===== src/design/obgq_pkg.sv =====
// -----------------------------------------------------------------------------
// obgq_pkg
// shared widths, codes and the request record of the one-bit quantizer
// -----------------------------------------------------------------------------
package obgq_pkg;

  localparam int unsigned ELEMENTS_DEF = 1024;
  localparam int unsigned WORKERS_DEF  = 4;

  localparam int OP_W     = 2;
  localparam int WORKER_W = 2;
  localparam int INDEX_W  = 10;
  localparam int VALUE_W  = 32;
  localparam int COUNT_W  = 16;
  localparam int STEP_W   = 2;
  localparam int RATE_W   = 32;

  localparam logic [RATE_W-1:0] RATE_RESET = 32'd655;

  // request queue depth, power of two
  localparam int QUEUE_DEPTH = 2;

  // request op codes
  localparam logic [OP_W-1:0] OP_LOAD  = 2'd0;
  localparam logic [OP_W-1:0] OP_QUANT = 2'd1;
  localparam logic [OP_W-1:0] OP_APPLY = 2'd2;

  // request class decided by the front end
  typedef enum logic [2:0] {
    KIND_SKIP  = 3'd0,  // element out of range, all-zero result
    KIND_LOAD  = 3'd1,  // threshold load
    KIND_QUANT = 3'd2,  // gradient quantize
    KIND_APPLY = 3'd3,  // weight apply
    KIND_PASS  = 3'd4   // no state change, report counter
  } kind_t;

  typedef struct packed {
    kind_t                      kind;
    logic [WORKER_W-1:0]        worker;
    logic [INDEX_W-1:0]         index;
    logic signed [VALUE_W-1:0]  value;
  } item_t;

endpackage


===== src/design/obgq_queue.sv =====
// -----------------------------------------------------------------------------
// obgq_queue
// short request queue between front end and back end
// -----------------------------------------------------------------------------
module obgq_queue (
  input  logic             clk,
  input  logic             rst_n,
  input  logic             push,
  input  obgq_pkg::item_t  push_item,
  input  logic             pop,
  output obgq_pkg::item_t  head,
  output logic             empty,
  output logic             full
);
  import obgq_pkg::*;

  localparam int PW = (QUEUE_DEPTH > 1) ? $clog2(QUEUE_DEPTH) : 1;
  localparam int CW = $clog2(QUEUE_DEPTH + 1);

  item_t          slots_r [QUEUE_DEPTH];
  logic [PW-1:0]  wr_ptr_r, wr_ptr_nxt;
  logic [PW-1:0]  rd_ptr_r, rd_ptr_nxt;
  logic [CW-1:0]  count_r, count_nxt;
  logic           do_push, do_pop;

  assign empty   = (count_r == '0);
  assign full    = (count_r == CW'(QUEUE_DEPTH));
  assign do_push = push && !full;
  assign do_pop  = pop && !empty;
  assign head    = slots_r[rd_ptr_r];

  always_comb begin
    wr_ptr_nxt = do_push ? PW'(wr_ptr_r + 1'b1) : wr_ptr_r;
    rd_ptr_nxt = do_pop ? PW'(rd_ptr_r + 1'b1) : rd_ptr_r;
    case ({do_push, do_pop})
      2'b10:   count_nxt = CW'(count_r + 1'b1);
      2'b01:   count_nxt = CW'(count_r - 1'b1);
      default: count_nxt = count_r;
    endcase
  end

  always_ff @(posedge clk) begin
    if (!rst_n) begin
      wr_ptr_r <= '0;
      rd_ptr_r <= '0;
      count_r  <= '0;
    end else begin
      wr_ptr_r <= wr_ptr_nxt;
      rd_ptr_r <= rd_ptr_nxt;
      count_r  <= count_nxt;
    end
  end

  always_ff @(posedge clk) begin
    if (do_push) begin
      slots_r[wr_ptr_r] <= push_item;
    end
  end

endmodule


===== config.mk =====
export PLATFORM = sky130hd
export DESIGN_NAME = obgq_queue
export DESIGN_NICKNAME = d
export VERILOG_FILES = /design/src/design/obgq_pkg.sv /design/src/design/obgq_queue.sv
export SDC_FILE = /design/constraint.sdc
export NUM_CORES = 1
export LEC_CHECK = 0
export BUFFER_PORTS_ARGS = -buffer_cell sky130_fd_sc_hd__buf_2
export CAP_MARGIN = 20
export CORE_UTILIZATION = 50
export DETAILED_ROUTE_END_ITERATION = 16
export PLACE_DENSITY = 0.77
export REMOVE_ABC_BUFFERS = 1
export SYNTH_ARGS = -nofsm -noshare
export SYNTH_HDL_FRONTEND = slang
export SYNTH_SLANG_ARGS = --single-unit

===== constraint.sdc =====
create_clock -name clk -period 2.75 [get_ports clk]
set_clock_uncertainty 0.15 [all_clocks]
set_input_delay 0.275 -clock clk [delete_from_list [all_inputs] [get_ports clk]]
set_output_delay 0.275 -clock clk [all_outputs]
set_load 0.05 [all_outputs]

== Word-level counts from Yosys, hierarchy flattened ==
Memories as Yosys holds them, arrays and structs flattened. A register that Yosys moved wholly into a read port is not among the register bits.
Index checks and enable logic that the tools add are counted.
W data, S select, Z words.

* Reduce and logical (&&, ||, !) cells: 6
* Mux-type cells: 5
* Add/subtract/negate cells: 4
* Equality and inequality tests: 3

{| class="wikitable"
|+ Operators by type and width
! kind !! count
|-
| $eq A2 B2 Y1 const B || 2
|-
| $mux W1 || 4
|-
| $pmux W2 S2 || 1
|-
| $add A1 B1 Y1 const B || 2
|-
| $add A2 B1 Y2 const B || 1
|-
| $eq A2 B1 Y1 const B || 1
|-
| $logic_and A1 B1 Y1 || 2
|-
| $logic_not A1 Y1 || 2
|-
| $logic_not A2 Y1 || 1
|-
| $reduce_bool A2 Y1 || 1
|-
| $sub A2 B1 Y2 const B || 1
|}

* RAM bits: 94
* Memories: 1
* Register bits: 4
* Output and inout port bits: 49
* Logic and storage cells: 22

{| class="wikitable"
|+ Memories
! memory !! depth !! width !! rd ports !! clocked after memory_dff !! write ports !! line !! text
|-
| slots_r || 2 || 47 || 1 || 1 || 1 || obgq_queue.sv:20 || <nowiki>item_t slots_r [QUEUE_DEPTH];</nowiki>
|}

== Longest topological paths before layout ==
* Word-level depth: 5
* Depth in mapped cells: 6
* Mapped depth without buffers: 6

== Worst setup path after synthesis ==
OpenSTA, ideal clock, no wires.

* Path kind: register to register
* From: reg count_r[0]
* To: mem slots_r[0][0] (netlist bit) (enable)
* Clock period less this slack: 2.491 ns
* Path buffers: 0
* Cell stages (with the launch flop): 5
* Slack: 0.259 ns
* Arrival time: 1.940 ns
* Path through: dfxtp_1 -> nand2b_2 -> inv_2 -> or3_1 -> inv_1

* Longest elaborated chain between the ends: 5

{| class="wikitable"
|+ RTL lines
! what !! line !! text
|-
| from (decl) || obgq_queue.sv:23 || <nowiki>logic [CW-1:0] count_r, count_nxt;</nowiki>
|-
| from (signal assigned) || obgq_queue.sv:50 || <nowiki>count_r <= count_nxt;</nowiki>
|-
| $eq A2 B2 Y1 || obgq_queue.sv:27 || <nowiki>assign full = (count_r == CW'(QUEUE_DEPTH));</nowiki>
|-
| named net full || obgq_queue.sv:13 || <nowiki>output logic full</nowiki>
|-
| $logic_not A1 Y1 || obgq_queue.sv:28 || <nowiki>assign do_push = push && !full;</nowiki>
|-
| $logic_and A1 B1 Y1 || obgq_queue.sv:28 ||
|-
| $mux W1 || obgq_queue.sv:55 || <nowiki>if (do_push) begin</nowiki>
|-
| $mux W1 (implied by the code) || obgq_queue.sv:56 || <nowiki>slots_r[wr_ptr_r] <= push_item;</nowiki>
|-
| to (decl) || obgq_queue.sv:20 ||
|}

The timed path passes the listed nets, and every way through them passes these cells.

==> key figures <==
Power
  – Logic gate share of total power: 40.2%
  – VDD IR max: 0.713 mV
  – Lkg Pwr: 0.00185 uW
  – Total power: 4780 uW
  – Int Power: 2910 uW
  – Switching power summed over all nets: 1880 uW
  – Sw Ratio: 39.2%
  – Power Dens Cells: 972 nW/um^2
  – Clock power share: approximately 18%
  – Seq pwr share: between 40% and 50%

Synthesis
  – Post-synth top cells: edfxtp_1 (94), mux2_2 (47), buf_2 (5), dfxtp_1 (5), xnor2_1 (3)
  – Synth Flop Type: edfxtp_1
  – Number of synthesized flops with an enable pin: 94
  – Synth Instances: 172
  – Synthesis-stage register bit count: 99
  – Mapped Area: 3610 sq um
  – Synth warn: 0
  – Avg Synthesized Cell Area: roughly 21 sq um
  – Yosys cell types: 18
  – Largest area contributor in the netlist: edfxtp_1
  – Post-synthesis sequential area ratio: 80.9%
  – Post-synth ARST share: 0%
  – Synth area leaders: edfxtp_1 (78%), mux2_2 (15%), dfxtp_1 (2.8%)
  – Top-count cell post-synth: edfxtp_1
  – Synth top area share: a little under 80%

Placement
  – Dpl hpwl: 3920 um
  – IO buf count: 99
  – Post-DP Area: 4270 sq um
  – Placer Congestion: 0.689

Die
  – Core area: just under 7000 sq um
  – Row Count: 30
  – Die area: 7570 sq um
  – Initial Util: approximately 53%
  – I/O pins: 100
  – Die W: 87.0 um
  – Die height: just under 90 um

Clock tree
  – Clock tree sinks: 99
  – Clock transition at the registers of the reported paths: 0.08 ns
  – Clock Latency Late Sink: between 0.3 and 0.4 ns
  – Post-CTS setup buffer count: 0
  – CTS H-Tree Depth: 3
  – CTS tree: done
  – Max clock buf depth: 2
  – Root buffer cell: clkbuf_8
  – CTS buffer count: 9

Global route
  – Initial antenna violation count: 0
  – Vias in the first global route: about 2,200
  – Gr ovfl total: 0
  – GRT Overall Usage: 18.0%
  – Largest net degree at the start of global routing: 48
  – First-pass GRT wire length: 9850 um

Timing
  – Fin. max-slew vios: 0
  – Setup Viol. Count Final: 0
  – Fin Setup TNS: 0 ns
  – Relative slew slack: 66.7%
  – Minimum clock period: 2.20 ns
  – RSZ-0062 raised after global routing: no
  – Max Clk Rate: 0.454 GHz
  – Final period util: 80.0%
  – Hold Violations, Final: 0
  – Slew at the pin closest to its max-slew limit: 0.500 ns

Detailed routing
  – Drt first-iter violations: 85
  – ANT nets after route: 0
  – Routed WL: 6620 um
  – Drt wl/cell: approximately 15 um
  – Vias: approximately 2,100
  – 1st-pass router iterations: 4
  – Via/cell ratio: between 4 and 5
  – DR DRC count: 0

Cells and area
  – Layout cells sized above 1: 50.0%
  – Final instance area: roughly 5000 sq um
  – Filler instances: 443
  – Layout area overhead: 36.2%
  – Layout net count: 379
  – Antenna cells: 0

Worst setup path
  – CP max FO: 34
  – Setup crit end kind: output port
  – Reg-to-reg slack, setup: around 0.90 ns
  – Critical path startpoint category: flop
  – Worst path arrival time: 1.78 ns
  – Cell breakdown of the critical path: buf_12 > mux2_2 > buf_2
  – Slowest CP cell: dfxtp_2
  – Crit Path Category: reg -> out
  – R2R depth: 3
  – CP Capture Point: head[19]
  – FF-to-FF End: slots_r[1][31]$_DFFE_PP_
  – Critical path required time: roughly 2.3 ns
  – Worst r2r src: count_r[0]$_SDFFE_PN0P_
  – Crit-path max cell delay: between 0.5 and 0.6 ns

Run
  – Maxcap violations: 0

Min path
  – HP Class: in -> reg

Status
  – Status: complete, no violations
[metal layers]
layer,vias up,global-route usage (%),wire [um]
li1,977,-,-
met1,1014,20.0,2600
met2,70,31.5,3490
met3,17,5.31,353
met4,0,8.79,178
met5,-,0,0
[cell type report]
| cell class | count | area (sq um) | area share [%] |
|---|---|---|---|
| Sequential cell | 99 | 2920 | 59.4 |
| Timing Repair Buffer | 149 | 1030 | 20.8 |
| Multi-Input combinational cell | 65 | 656 | 13.3 |
| Clock buffer | 10 | 128 | 2.59 |
| Tap cell | 96 | 120 | 2.44 |
| Clock inverter | 6 | 56.3 | 1.14 |
| Inverter | 3 | 11.3 | 0.229 |
[metrics by stage]
step	worst slack, ns	hold WS, ns	instances	util [%]
floorplan	0.259	0.224	167	-
global placement	0.909	0.314	365	62.1
detailed placement	0.896	0.316	365	62.1
CTS	0.521	0.0503	428	71.6
global route	0.470	0.0624	428	71.6
finish	0.550	0.0583	428	71.6
[worst max-delay path: cells and delay by family (launching register included)]
kind     cells  cell delay, ns
buf+inv      2            0.47
flops        1            0.56
mux          1            0.37
[logic make-up after synthesis]
logic type / Yosys count / synth area share (%)
adders and majority gates: 1 / 0.346
xor gates and xnor gates: 3 / 0.727
AOI/OAI and AO/OA: 5 / 0.900
and+or+nand+nor: 9 / 1.49
buffers and inverters: 8 / 1.00
DFF: 99 / 80.9
muxes: 47 / 14.6
[power groups by stage]
stage / Clock (uW) / Combinational, uW / Sequential (uW)
3_5_place_dp: 0 / 1880 / 2040
5_1_grt: 939 / 2020 / 2020
4_1_cts: 888 / 1940 / 2000
6_report: 860 / 1920 / 2000
2_1_floorplan: 0 / 1420 / 2060
3_3_place_gp: 0 / 1870 / 2020
[cell usage in the layout (no fill, tap or decap), drive strengths merged]
cell type	synthesis	final
o21ai	2	2
dfxtp	5	5
nand2	1	1
nor2b	2	2
and3	1	1
dlygate4sd3	0	47
and2	1	1
mux2	47	47
inv	3	3
xnor2	3	3
or3	2	2
nand2b	1	1
nor2	1	1
clkbuf	0	10
bufinv	0	1
clkinv	0	3
a21boi	2	2
o21a	1	1
buf	5	102
ha	1	1
clkinvlp	0	2
edfxtp	94	94
[sequential cells by signal, indices dropped and copies added, names as in the netlist, named ones only]
signal,count
wr_ptr_r,1
count_r,2
rd_ptr_r,1
slots_r,94
[worst min-delay path by stage]
stage                   from                       end  slack (ns)  cells after the start
3_3_place_gp   push_item[13]  slots_r[0][13]$_DFFE_PP_        0.31                      1
3_5_place_dp   push_item[13]  slots_r[1][13]$_DFFE_PP_        0.32                      1
6_report               rst_n     rd_ptr_r$_SDFFE_PN0P_        0.06                      2
2_1_floorplan   push_item[0]   slots_r[0][0]$_DFFE_PP_        0.22                      0
4_1_cts                rst_n   count_r[0]$_SDFFE_PN0P_        0.05                      2
5_1_grt                rst_n                      flop        0.06                      2
[repair_timing]
item,4_1_cts,5_1_grt
hold buffers,47,0
resized for setup,0,0
hold endpoints to repair,94,0
Power figures use the tool's default switching activity.
